## src/rtl/hck_pkg.sv

```systemverilog
`timescale 1ns / 1ps
`default_nettype none
// ----------------------------------------------------------------------------
// hck_pkg: shared types and constants for the 2-D Hilbert curve key block
// Point and item types, corner codes, register indexes and reset values.
// ----------------------------------------------------------------------------
package hck_pkg;

    localparam int COORD_W  = 32;
    localparam int KEY_BITS = 33;
    localparam int CFG_IDX_W = 2;

    // corner codes, also the two key bits each level adds
    localparam logic [1:0] CA = 2'd0;
    localparam logic [1:0] CB = 2'd1;
    localparam logic [1:0] CC = 2'd2;
    localparam logic [1:0] CD = 2'd3;

    // configuration register indexes
    localparam logic [CFG_IDX_W-1:0] CFG_X_MIN = 2'd0;
    localparam logic [CFG_IDX_W-1:0] CFG_X_MAX = 2'd1;
    localparam logic [CFG_IDX_W-1:0] CFG_Y_MIN = 2'd2;
    localparam logic [CFG_IDX_W-1:0] CFG_Y_MAX = 2'd3;

    // reset values of the domain edges
    localparam logic signed [COORD_W-1:0] RST_X_MIN = 32'sh0000_0000;
    localparam logic signed [COORD_W-1:0] RST_X_MAX = 32'sh0168_0000;
    localparam logic signed [COORD_W-1:0] RST_Y_MIN = 32'shFFA6_0000;
    localparam logic signed [COORD_W-1:0] RST_Y_MAX = 32'sh005A_0000;

    typedef struct packed {
        logic signed [COORD_W-1:0] x;
        logic signed [COORD_W-1:0] y;
    } t_pt;

    // one word in flight between cells
    typedef struct packed {
        logic      vld;
        t_pt       pt;
        t_pt [3:0] box;
    } t_item;

    // floor((a + b) / 2) from the exact 33-bit sum
    function automatic logic signed [COORD_W-1:0] f_mid(
        input logic signed [COORD_W-1:0] a,
        input logic signed [COORD_W-1:0] b
    );
        logic signed [COORD_W:0] s;
        s = {a[COORD_W-1], a} + {b[COORD_W-1], b};
        return s[COORD_W:1];
    endfunction

    function automatic t_pt f_pmid(input t_pt a, input t_pt b);
        t_pt r;
        r.x = f_mid(a.x, b.x);
        r.y = f_mid(a.y, b.y);
        return r;
    endfunction

endpackage
`default_nettype wire

```

## src/rtl/hck_if.sv

```systemverilog
`timescale 1ns / 1ps
`default_nettype none
// ----------------------------------------------------------------------------
// hck_if: channel interfaces of the Hilbert curve key block
// Point input channel, key output channel and configuration write channel.
// ----------------------------------------------------------------------------
interface hck_point_if;
    logic               valid;
    logic               ready;
    logic signed [31:0] x_coord;
    logic signed [31:0] y_coord;
    modport source (output valid, output x_coord, output y_coord, input ready);
    modport sink   (input valid, input x_coord, input y_coord, output ready);
endinterface


interface hck_cfg_if;
    logic        valid;
    logic        ready;
    logic [1:0]  index;
    logic [31:0] data;
    modport source (output valid, output index, output data, input ready);
    modport sink   (input valid, input index, input data, output ready);
endinterface
`default_nettype wire

```

## src/rtl/hck_head.sv

```systemverilog
`timescale 1ns / 1ps
`default_nettype none
// ----------------------------------------------------------------------------
// hck_head: domain registers, input register and half selection
// Holds the domain edges, registers the point and builds the first box.
// ----------------------------------------------------------------------------
module hck_head
    import hck_pkg::*;
#(
    parameter int KEY_W = 33
) (
    input  wire              i_clk,
    input  wire              i_rst_n,
    input  wire              i_en,
    hck_point_if.sink        i_point,
    hck_cfg_if.sink          i_cfg,
    output t_item            o_item,
    output logic [KEY_W-1:0] o_key
);

    logic signed [COORD_W-1:0] r_x_min, r_x_max, r_y_min, r_y_max;
    logic signed [COORD_W-1:0] r_xmid;
    logic                      r_in_vld;
    t_pt                       r_in_pt;
    t_item                     r_item;
    logic [KEY_W-1:0]          r_key;
    t_item                     n_item;
    logic                      w_right;

    // accept points only out of reset and while the pipe moves; config words always
    assign i_point.ready = i_en & i_rst_n;
    assign i_cfg.ready   = 1'b1;

    // write domain registers
    always_ff @(posedge i_clk) begin
        if (!i_rst_n) begin
            r_x_min <= RST_X_MIN;
            r_x_max <= RST_X_MAX;
            r_y_min <= RST_Y_MIN;
            r_y_max <= RST_Y_MAX;
        end else if (i_cfg.valid) begin
            unique case (i_cfg.index)
                CFG_X_MIN: r_x_min <= i_cfg.data;
                CFG_X_MAX: r_x_max <= i_cfg.data;
                CFG_Y_MIN: r_y_min <= i_cfg.data;
                CFG_Y_MAX: r_y_max <= i_cfg.data;
                default:   r_x_min <= r_x_min;
            endcase
        end
    end

    // track the midline, registered from the domain edges
    always_ff @(posedge i_clk) begin
        r_xmid <= f_mid(r_x_min, r_x_max);
    end

    // capture the point
    always_ff @(posedge i_clk) begin
        if (!i_rst_n) begin
            r_in_vld <= 1'b0;
        end else if (i_en) begin
            r_in_vld <= i_point.valid;
        end
    end

    always_ff @(posedge i_clk) begin
        if (i_en) begin
            r_in_pt.x <= i_point.x_coord;
            r_in_pt.y <= i_point.y_coord;
        end
    end

    // pick the half and build its box
    always_comb begin
        w_right         = (r_in_pt.x >= r_xmid);
        n_item.vld      = r_in_vld;
        n_item.pt       = r_in_pt;
        n_item.box[CA]  = '{x: r_x_min, y: r_y_max};
        n_item.box[CB]  = '{x: r_x_min, y: r_y_min};
        n_item.box[CC]  = '{x: r_x_max, y: r_y_min};
        n_item.box[CD]  = '{x: r_x_max, y: r_y_max};
        if (w_right) begin
            n_item.box[CA].x = r_xmid;
            n_item.box[CB].x = r_xmid;
        end else begin
            n_item.box[CC].x = r_xmid;
            n_item.box[CD].x = r_xmid;
        end
    end

    always_ff @(posedge i_clk) begin
        if (!i_rst_n) begin
            r_item.vld <= 1'b0;
        end else if (i_en) begin
            r_item.vld <= n_item.vld;
        end
    end

    always_ff @(posedge i_clk) begin
        if (i_en) begin
            r_item.pt  <= n_item.pt;
            r_item.box <= n_item.box;
            r_key      <= KEY_W'(w_right);
        end
    end

    assign o_item = r_item;
    assign o_key  = r_key;

endmodule
`default_nettype wire

```

## src/flat_wrapper.sv

```systemverilog
// flat-port wrapper written by rule: the top's interface ports become plain ports
module hck_head_flat import hck_pkg::*;
#(
    parameter int KEY_W = 33
)
  (i_clk, i_rst_n, i_en, o_item, o_key, i_point_valid, i_point_x_coord, i_point_y_coord, i_point_ready, i_cfg_valid, i_cfg_index, i_cfg_data, i_cfg_ready);
  hck_point_if i_point_i ();
  hck_cfg_if i_cfg_i ();
  input  wire i_clk;
  input  wire i_rst_n;
  input  wire i_en;
  output t_item o_item;
  output logic [KEY_W-1:0] o_key;
  input wire logic [$bits(i_point_i.valid)-1:0] i_point_valid;
  input wire logic [$bits(i_point_i.x_coord)-1:0] i_point_x_coord;
  input wire logic [$bits(i_point_i.y_coord)-1:0] i_point_y_coord;
  output wire logic [$bits(i_point_i.ready)-1:0] i_point_ready;
  input wire logic [$bits(i_cfg_i.valid)-1:0] i_cfg_valid;
  input wire logic [$bits(i_cfg_i.index)-1:0] i_cfg_index;
  input wire logic [$bits(i_cfg_i.data)-1:0] i_cfg_data;
  output wire logic [$bits(i_cfg_i.ready)-1:0] i_cfg_ready;
  assign i_point_i.valid = i_point_valid;
  assign i_point_i.x_coord = i_point_x_coord;
  assign i_point_i.y_coord = i_point_y_coord;
  assign i_point_ready = i_point_i.ready;
  assign i_cfg_i.valid = i_cfg_valid;
  assign i_cfg_i.index = i_cfg_index;
  assign i_cfg_i.data = i_cfg_data;
  assign i_cfg_ready = i_cfg_i.ready;
  hck_head #(.KEY_W(KEY_W)) u_core (.i_clk(i_clk), .i_rst_n(i_rst_n), .i_en(i_en), .i_point(i_point_i), .i_cfg(i_cfg_i), .o_item(o_item), .o_key(o_key));
endmodule
```

## config.mk

```make
export PLATFORM = sky130hd
export DESIGN_NAME = hck_head_flat
export DESIGN_NICKNAME = d
export VERILOG_FILES = /design/src/rtl/hck_pkg.sv /design/src/rtl/hck_if.sv /design/src/rtl/hck_head.sv /design/src/flat_wrapper.sv
export SDC_FILE = /design/constraint.sdc
export NUM_CORES = 1
export LEC_CHECK = 0
export ABC_AREA = 1
export BUFFER_PORTS_ARGS = -buffer_cell sky130_fd_sc_hd__buf_4
export CAP_MARGIN = 30
export CORE_MARGIN = 1
export CORE_UTILIZATION = 50
export DETAILED_ROUTE_END_ITERATION = 16
export HOLD_SLACK_MARGIN = 0.08
export PLACE_DENSITY = 0.86
export SYNTH_ARGS = -nofsm -noshare
export SYNTH_HDL_FRONTEND = slang
export SYNTH_SLANG_ARGS = --single-unit
```

## constraint.sdc

```tcl
create_clock -name i_clk -period 5.26 [get_ports i_clk]
set_input_delay 0.263 -clock i_clk [delete_from_list [all_inputs] [get_ports i_clk]]
set_output_delay 0.263 -clock i_clk [all_outputs]
set_load 0.005 [all_outputs]
```

==> impl_metrics.toml <==
[run_status]
run_status = "complete, no violations"

[routing]
first_pass_iters = 5
route.detailed.drc = 0
drt-total-wl_um = 48800
vias_per_cell = 5.26
antenna_left = 0
post_drt_wl_per_cell_um = 19.0
num_vias = 13533
drt-initial-drc-count = 1046

[global_routing]
grt_pass1_vias = 12954
grt_first_pass_wirelength_um = 72100
track_usage = 0.260
grt_max_degree = 108
grt-ovfl-total = 0
antenna_found_initial = 0

[power_and_ir_drop]
power.share.switching = 0.254
vdd_ir_drop_max_mv = 0.279
power_mw = 7.92
pwr-share-comb = 0.145
p_int_mw = 5.91
leakagePower_nw = 10.1
power.density_nw_per_um2 = 351
pwr-share-seq = 0.501
p_clk_frac = 0.354
p_switching_mw = 2.01

[sta]
hold_viol_final = 0
maxSlewHeadroom = 0.385
clock_skew_ps = 33.8
final.setup.tns_ps = 0
min_period_over_period = 0.668
maxSlewViolCount = 0
rsz0062_at_grt = "no"
min_period_ps = 3510
setup-violations-final = 0
tightestPinTransition_ps = 922
max_freq_ghz = 0.285

[layout]
fin_nets = 2250
final_area_um2 = 22600
drive_gt1_frac = 0.238
syn2layout_area_growth_pct = 27.1
antennaDiodeCount = 0

[synthesis]
ys_seq_elements = 419
synth_top_area_frac = 0.434
synthCells = 1697
synthFlopType = "edfxtp_1"
synth_top_cell_by_area = "edfxtp_1"
synthArstFlopShare = 0
syn_area_per_cell_um2 = 10.5
synth-edff-count = 257
seq_area_frac_synth = 0.617
ys_types = 29
yosys_warnings = 0
yosys-top-cells-area = "edfxtp_1, dfxtp_1, buf_4"
yosysMostFrequentCell = "nand2_1"
synthTopCellsByCount = "nand2_1, nor2_1, edfxtp_1, buf_4, dfxtp_1"
synth_area_um2 = 17800

[hold_path]
min_from = "i_rst_n"
hold_class = "primary input to flip-flop"

[cts]
ctsHoldBuffers = 97
cts_setup_buffers = 0
clk_pin_slew_worst_paths_ps = 60
cts_made_buffers = 43
htreeDepth = 2
cts_tree = "done"
insertion_delay_ps = 560
ctsResizeCount = 0
cts.sinks = 419
root_buffer = "clkbuf_16"
cts_buffer_depth = 3

[placement]
hpwl_um = 34400
gp_congestion = 0.910
io_buffer_count = 425
placed_area_um2 = 20300

[worst_setup_path]
crit_family = "simple AND/OR/NAND/NOR gates"
required_ps = 5560
critical-path-max-stage-delay_ps = 820
path_buf_inv = 2
cp-end-kind = "flip-flop"
cp_common_cell = "nand2_1"
r2r_start = "u_core.n_item[319]"
cp_data_arrival_time_ps = 3810
setup.worst_path.start_class = "flip-flop"
slowest_stage = "nand3_2"
worstPathCellList = "ha_1 > nand2_1 > nor2_2 > nand2_1 > nor4_4 > nand4_1 > buf_4 > nand3_2 > buf_4 > nand2_1 > nand2_1"
crit_type = "flip-flop to flip-flop"
cp-startpoint = "u_core.n_item[319]"
path_max_fanout = 65

[floorplanning]
die_h_um = 191
die_area_um2 = 36300
dieWidth_um = 191
core_region_area_um2 = 34700
initial_core_util = 0.512
fp-row-count = 68
io_pins = 459

[job]
cap_violations = 0
cells in the final DEF (no fill, tap or decap), types with 33 or more instances in the layout:
cell and count:
a21oi_1 58, o21ai_0 137, clkbuf_16 43, buf_4 434
nor2_1 260, nand2_1 276, conb_1 33, ha_1 63
inv_1 73, nand3_1 37, dlygate4sd3_1 97, edfxtp_1 257
nand4_1 69, dfxtp_1 162
registers in the layout (all words and copies together), names as in the netlist:
signal,flops
u_core.o_item,193
u_core.n_item,64
u_core.r_x_max,32
u_core.r_x_min,32
u_core.r_xmid,32
u_core.r_y_max,32
u_core.r_y_min,32
u_core.o_key,1
u_core.r_in_vld,1
layer usage:
metal / share of wire / global-route usage / up-vias
met5: 0 / 0 / -
met4: 0.035 / 0.108 / 0
met3: 0.080 / 0.0455 / 100
met2: 0.48 / 0.429 / 690
met1: 0.41 / 0.337 / 6402
li1: - / - / 6341
power by group through the flow:
stage | registers (mW) | logic, mW | clock network (mW)
2_1_floorplan | 3.97 | 0.627 | 0
3_3_place_gp | 4.02 | 1.04 | 0
3_5_place_dp | 4.03 | 1.07 | 0
4_1_cts | 3.96 | 1.14 | 2.84
5_1_grt | 3.99 | 1.26 | 2.98
6_report | 3.97 | 1.15 | 2.80
kinds of logic after synthesis:
logic type	count (synthesis)	share of synthesized area
XOR/XNOR	25	0.0123
buffers and inverters	300	0.103
AND/OR/NAND/NOR	663	0.155
adder cells (fa/ha/maj)	64	0.0455
flip-flops	419	0.617
other	2	0.000423
AO/OA/AOI/OAI	224	0.0672
worst reg2reg max path: cells and delay by family (launching register included):
family / cells / cell delay [ps]
adders and majority gates: 1 / 380
DFF: 1 / 410
and+or+nand+nor: 8 / 1450
buffers and inverters: 2 / 1040
layout make-up:
type | instances | area [um^2]
clock buffers | 71 | 1220
clock inverters | 8 | 63.8
fillers | 2564 | 12100
inverters | 73 | 274
multi-input cells | 1009 | 5120
flip-flops and latches | 419 | 11000
well taps | 455 | 569
repair buffers | 537 | 4370
final timing paths:
path,cells after the start,endpoint,slack (ps)
setup / recovery,11,u_core.o_item[125],1750
hold / removal,2,u_core.r_y_min[17],200
setup reg to reg,11,u_core.o_item[125],1750
hold reg to reg,0,u_core.o_item[280],420
stage by stage:
step	std cells	utilization	hold slack (ps)	worst slack (ps)
after global placement	2392	0.582	401	1900
after global routing	2572	0.650	236	1510
final	2572	0.650	205	1750
after detailed placement	2396	0.585	405	1820
after CTS	2572	0.650	184	1790
after floorplan	1728	-	362	3240
Power figures use the tool's default switching activity.
